$ cat src/hw/rtl/dro_pkg.sv
// Package for the dead reckoning odometry block: widths, codes, CORDIC table.
// No dependencies.
package dro_pkg;
  localparam int CORDIC_STEPS_DEF = 24;
  localparam logic [1:0] ACT_SETVEL  = 2'd0;
  localparam logic [1:0] ACT_TICK    = 2'd1;
  localparam logic [1:0] ACT_RESTART = 2'd2;
  localparam logic [1:0] ACT_UNUSED  = 2'd3;
  localparam logic [1:0] REG_PERIOD  = 2'd0;
  localparam logic [1:0] REG_RATE    = 2'd1;
  localparam logic [1:0] REG_HEAD    = 2'd2;
  localparam logic [1:0] REG_UNUSED  = 2'd3;
  localparam logic signed [33:0] CORDIC_GAIN = 34'sd652032874;
  localparam logic signed [33:0] ONE_Q30 = 34'sd1073741824;

  // datapath operations
  typedef enum logic [3:0] {
    OP_NONE, OP_SETVEL, OP_RESTART, OP_CINIT, OP_CSTEP, OP_MUL_A, OP_MUL_B,
    OP_MUL_C, OP_HEAD, OP_QINIT, OP_QFIN, OP_ACC
  } op_t;

  typedef struct packed {
    op_t        op;
    logic [4:0] idx;
  } cmd_t;

  function automatic logic [31:0] atan_turn(input logic [4:0] i);
    case (i)
      5'd0: atan_turn = 32'd536870912;  5'd1: atan_turn = 32'd316933406;
      5'd2: atan_turn = 32'd167458907;  5'd3: atan_turn = 32'd85004756;
      5'd4: atan_turn = 32'd42667331;   5'd5: atan_turn = 32'd21354465;
      5'd6: atan_turn = 32'd10679838;   5'd7: atan_turn = 32'd5340245;
      5'd8: atan_turn = 32'd2670163;    5'd9: atan_turn = 32'd1335087;
      5'd10: atan_turn = 32'd667544;    5'd11: atan_turn = 32'd333772;
      5'd12: atan_turn = 32'd166886;    5'd13: atan_turn = 32'd83443;
      5'd14: atan_turn = 32'd41722;     5'd15: atan_turn = 32'd20861;
      5'd16: atan_turn = 32'd10430;     5'd17: atan_turn = 32'd5215;
      5'd18: atan_turn = 32'd2608;      5'd19: atan_turn = 32'd1304;
      5'd20: atan_turn = 32'd652;       5'd21: atan_turn = 32'd326;
      5'd22: atan_turn = 32'd163;       5'd23: atan_turn = 32'd81;
      5'd24: atan_turn = 32'd41;        5'd25: atan_turn = 32'd20;
      5'd26: atan_turn = 32'd10;        5'd27: atan_turn = 32'd5;
      5'd28: atan_turn = 32'd3;         5'd29: atan_turn = 32'd1;
      5'd30: atan_turn = 32'd1;         default: atan_turn = 32'd0;
    endcase
  endfunction
endpackage

$ cat src/hw/rtl/dro_ctrl.sv
// Controller for the odometry block: sequences CORDIC and multiply steps.
// Depends on dro_pkg.
module dro_ctrl import dro_pkg::*; #(
  parameter int CORDIC_STEPS = CORDIC_STEPS_DEF
) (
  input  logic       clk,
  input  logic       rst_n,
  input  logic       in_fire,
  input  logic [1:0] in_action,
  input  logic       out_busy,
  output logic       in_ready,
  output logic       out_load,
  output cmd_t       cmd
);
  localparam logic [2:0] S_IDLE = 3'd0, S_C1 = 3'd1, S_MUL = 3'd2, S_C2 = 3'd3,
                         S_FIN = 3'd4, S_OUT = 3'd5;
  logic [2:0] state_r, state_nxt;
  logic [4:0] cnt_r, cnt_nxt;

  assign in_ready = (state_r == S_IDLE);

  always_comb begin
    state_nxt = state_r;
    cnt_nxt = cnt_r;
    cmd.op = OP_NONE;
    cmd.idx = cnt_r;
    out_load = 1'b0;
    unique case (state_r)
      S_IDLE: begin
        if (in_fire) begin
          case (in_action)
            ACT_SETVEL: cmd.op = OP_SETVEL;
            ACT_RESTART: cmd.op = OP_RESTART;
            ACT_TICK: begin
              cmd.op = OP_CINIT;
              state_nxt = S_C1;
              cnt_nxt = '0;
            end
            default: cmd.op = OP_NONE;
          endcase
        end
      end
      S_C1: begin
        cmd.op = OP_CSTEP;
        cnt_nxt = cnt_r + 5'd1;
        if (cnt_r == 5'(CORDIC_STEPS - 1)) begin
          state_nxt = S_MUL;
          cnt_nxt = '0;
        end
      end
      S_MUL: begin
        cnt_nxt = cnt_r + 5'd1;
        case (cnt_r)
          5'd0: cmd.op = OP_MUL_A;
          5'd1: cmd.op = OP_MUL_B;
          5'd2: cmd.op = OP_MUL_C;
          5'd3: cmd.op = OP_HEAD;
          default: begin
            cmd.op = OP_QINIT;
            state_nxt = S_C2;
            cnt_nxt = '0;
          end
        endcase
      end
      S_C2: begin
        cmd.op = OP_CSTEP;
        cnt_nxt = cnt_r + 5'd1;
        if (cnt_r == 5'(CORDIC_STEPS - 1)) state_nxt = S_FIN;
      end
      S_FIN: begin
        cmd.op = OP_QFIN;
        state_nxt = S_OUT;
      end
      S_OUT: begin
        if (!out_busy) begin
          cmd.op = OP_ACC;
          out_load = 1'b1;
          state_nxt = S_IDLE;
        end
      end
      default: state_nxt = S_IDLE;
    endcase
  end

  always_ff @(posedge clk) begin
    if (!rst_n) begin
      state_r <= S_IDLE;
      cnt_r <= '0;
    end else begin
      state_r <= state_nxt;
      cnt_r <= cnt_nxt;
    end
  end
endmodule

$ cat config.mk
export PLATFORM = sky130hd
export DESIGN_NAME = dro_ctrl
export DESIGN_NICKNAME = d
export VERILOG_FILES = /design/src/hw/rtl/dro_pkg.sv /design/src/hw/rtl/dro_ctrl.sv
export SDC_FILE = /design/constraint.sdc
export NUM_CORES = 1
export LEC_CHECK = 0
export ABC_AREA = 1
export ABC_CLOCK_PERIOD_IN_PS = 1400
export BUFFER_PORTS_ARGS = -buffer_cell sky130_fd_sc_hd__buf_2
export CAP_MARGIN = 0
export CORE_MARGIN = 2
export CORE_UTILIZATION = 40
export CTS_CLUSTER_SIZE = 14
export DETAILED_ROUTE_END_ITERATION = 6
export REMOVE_ABC_BUFFERS = 1
export SLEW_MARGIN = 40
export SYNTH_ARGS = -nofsm -noshare
export SYNTH_HDL_FRONTEND = slang
export SYNTH_SLANG_ARGS = --single-unit
$ cat constraint.sdc
create_clock -name clk -period 1.4 [get_ports clk]
set_input_delay 0.28 -clock clk [delete_from_list [all_inputs] [get_ports clk]]
set_output_delay 0.28 -clock clk [all_outputs]
set_load 0.005 [all_outputs]
==> flow_metrics.py <==
metrics = {
    "run_status": {
        "status": "finished, violations left",
        "violations": "negative setup slack",
    },
    "final_layout": {
        "antenna_cells": 0,
        "final_common_cell": "nand2_1",
        "syn2layout_area_growth_pct": 65.01,
        "drive_gt1_frac": 0.5370,
        "layout.nets": 175,
        "final_area_um2": 1245,
        "fill_cells": 152,
        "mostFrequentLayoutCells": "nand2_1 (25), buf_4 (21), nor2_1 (15), buf_2 (14), inv_1 (9)",
    },
    "routing": {
        "drc": 0,
        "met2WireLength_um": 1028,
        "wl_met1_um": 941,
        "ant_nets": 0,
        "via_per_inst": 4.791,
        "top_layer": "met4",
        "detail_route.iter0.violations": 25,
        "finalWirelength_um": 2109,
        "vias": 896,
        "first_pass_iters": 4,
        "wire_per_inst_um": 11.28,
        "dr_wl_met3_um": 111,
    },
    "yosys": {
        "syn_inst": 121,
        "ys_warn_count": 0,
        "synthesis.area_um2": 754.5,
        "syn_area_per_cell_um2": 6.235,
        "ys_seq_area_frac": 0.2123,
        "synth_seq_cells": 8,
        "ys_types": 22,
        "synth_edf_count": 0,
        "ys.flop_type": "dfxtp_1",
        "synthArstFlopShare": 0,
    },
    "min_path": {
        "holdCritPathClass": "primary input to flop",
        "min_from": "rst_n",
    },
    "worst_setup_path": {
        "cp_cell_sequence": "inv_4 -> ha_4 -> inv_2 -> nand2_2 -> nand3_2 -> nand3_2 -> nand2_1 -> a21oi_1 -> nand2_1 -> buf_2",
        "cp_slowest_cell": "dfxtp_4",
        "start_kind": "flop",
        "endpoint_kind": "primary output",
        "cp.arrival_ns": 1.47,
        "regToRegStartpoint": "cnt_r[0]$_SDFFE_PN0P_",
        "required_ns": 1.12,
        "crit_family": "flip-flops",
        "cp.buffers_inverters": 3,
        "crit_type": "flop to primary output",
        "worstPathMaxFanout": 4,
        "max_stage_delay_ns": 0.38,
        "crit_start": "cnt_r[0]$_SDFFE_PN0P_",
    },
    "timing": {
        "rsz0062_at_grt": "yes",
        "worstMarginPinSlew_ns": 0.2588,
        "fin_setup_tns_ns": -1.148,
        "max_slew_margin": 0.8257,
        "fmax_ghz": 0.5729,
        "finalSetupViolCount": 6,
        "skew_ns": 0.01008,
        "period_share": 1.247,
        "fin_crit_ns": 1.746,
        "worst_slack_ns": -0.3456,
        "hold_viol": 0,
        "slew_violations": 0,
    },
    "floorplanning": {
        "initial_core_util": 0.4323,
        "rows": 15,
        "ioPinCount": 17,
        "die-area_um2": 2250,
        "dieHeight_um": 47.43,
        "die_w_um": 47.43,
        "coreArea_um2": 1745,
    },
    "clock_tree": {
        "clk_latency_ns": 0.26,
        "cts_buffer_depth": 2,
        "htreeDepth": 1,
        "cts.sinks": 8,
        "cts_buffers": 3,
        "cts_tree": "built",
        "clkSlewWorstSetupHoldPaths_ns": 0.06,
        "hold_buffers": 0,
        "cts_root_buffer": "clkbuf_4",
    },
    "grt": {
        "grt_pass1_wl_um": 2932,
        "grt_pass1_vias": 751,
        "grt_use_total": 0.1845,
        "overflow": 0,
        "grt_max_degree": 8,
        "antenna_found_initial": 0,
    },
    "job": {
        "timing.max_cap.violations": 0,
    },
    "power": {
        "ir_drop_v": 0.0009813,
        "power.total_mw": 2.035,
        "p_leak_nw": 0.6127,
        "power_density_nw_per_um2": 1634,
    },
    "placed_design": {
        "pre_cts_slack_ns": -0.08312,
        "dp.final_hpwl_um": 1491,
        "gp_congestion": 0.8264,
        "port_buffers": 16,
        "place_area_um2": 1005,
    },
}
## worst min-delay path, cell delays in order
cell and delay, ns:
buf_2 0.14, nand2_1 0.07, inv_1 0.03
## routing by layer
| layer | up-vias | GRT usage |
|---|---|---|
| met1 | 399 | 0.2345 |
| met4 | 0 | 0.06667 |
| met2 | 21 | 0.3054 |
| met5 | - | 0 |
| met3 | 5 | 0.04151 |
| li1 | 471 | - |
## synthesized netlist by cell type, types with 3 or more instances
cell	instances	area (µm²)
nand2_1	28	105.1
inv_1	17	63.81
nor2_1	16	60.06
nand3_1	12	60.06
dfxtp_1	8	160.2
a21oi_1	7	35.03
ha_1	5	62.56
nand4_1	4	25.02
nor2_2	4	25.02
nand3_2	3	30.03
## per-stage QoR
stage	hold slack (ns)	std cells	util
floorplan	0.3776	120	-
global placement	0.5356	181	0.5756
detailed placement	0.5459	181	0.5756
CTS	0.3120	186	0.6337
global route	0.3260	187	0.7133
finish	0.3066	187	0.7133
## worst paths after layout
check | cells past startpoint | to | slack (ns)
setup / recovery | 10 | cmd[5] | -0.35
hold / removal | 3 | cnt_r[3]$_SDFFE_PN0P_ | 0.31
setup reg to reg | 9 | state_r[0]$_SDFFE_PN0P_ | -0.01
hold reg to reg | 2 | state_r[1]$_SDFFE_PN0P_ | 0.54
## power by group
part           switching, mW  internal (mW)
clock                 0.0848         0.0985
sequential             0.105          0.302
combinational          0.761          0.683
total                  0.951           1.08
## registers in the layout, indices dropped and copies added (netlist names)
name / count
state_r: 3
cnt_r: 5
## cell families after synthesis
logic type	after synthesis	share of synthesized area
xor+xnor	1	0.01161
simple gates	74	0.4859
compound gates	12	0.09120
flops	8	0.2123
buf+inv	21	0.1161
fa+ha+maj	5	0.08292
## area by class of cell
class | instances | area [µm²] | area share
Multi-Input combinational cell | 92 | 649.4 | 0.5216
Timing Repair Buffer | 39 | 272.8 | 0.2191
Sequential cell | 8 | 178.9 | 0.1437
Inverter | 20 | 90.09 | 0.07236
Tap cell | 25 | 31.28 | 0.02513
Clock buffer | 3 | 22.52 | 0.01809
## what timing repair did
item / CTS / global route
pin swaps: 1 / 5
setup endpoints to repair: 11 / 12
buffers inserted: 2 / 2
gates resized for setup: 20 / 35
No activity file was read; power rests on OpenSTA's default activity.
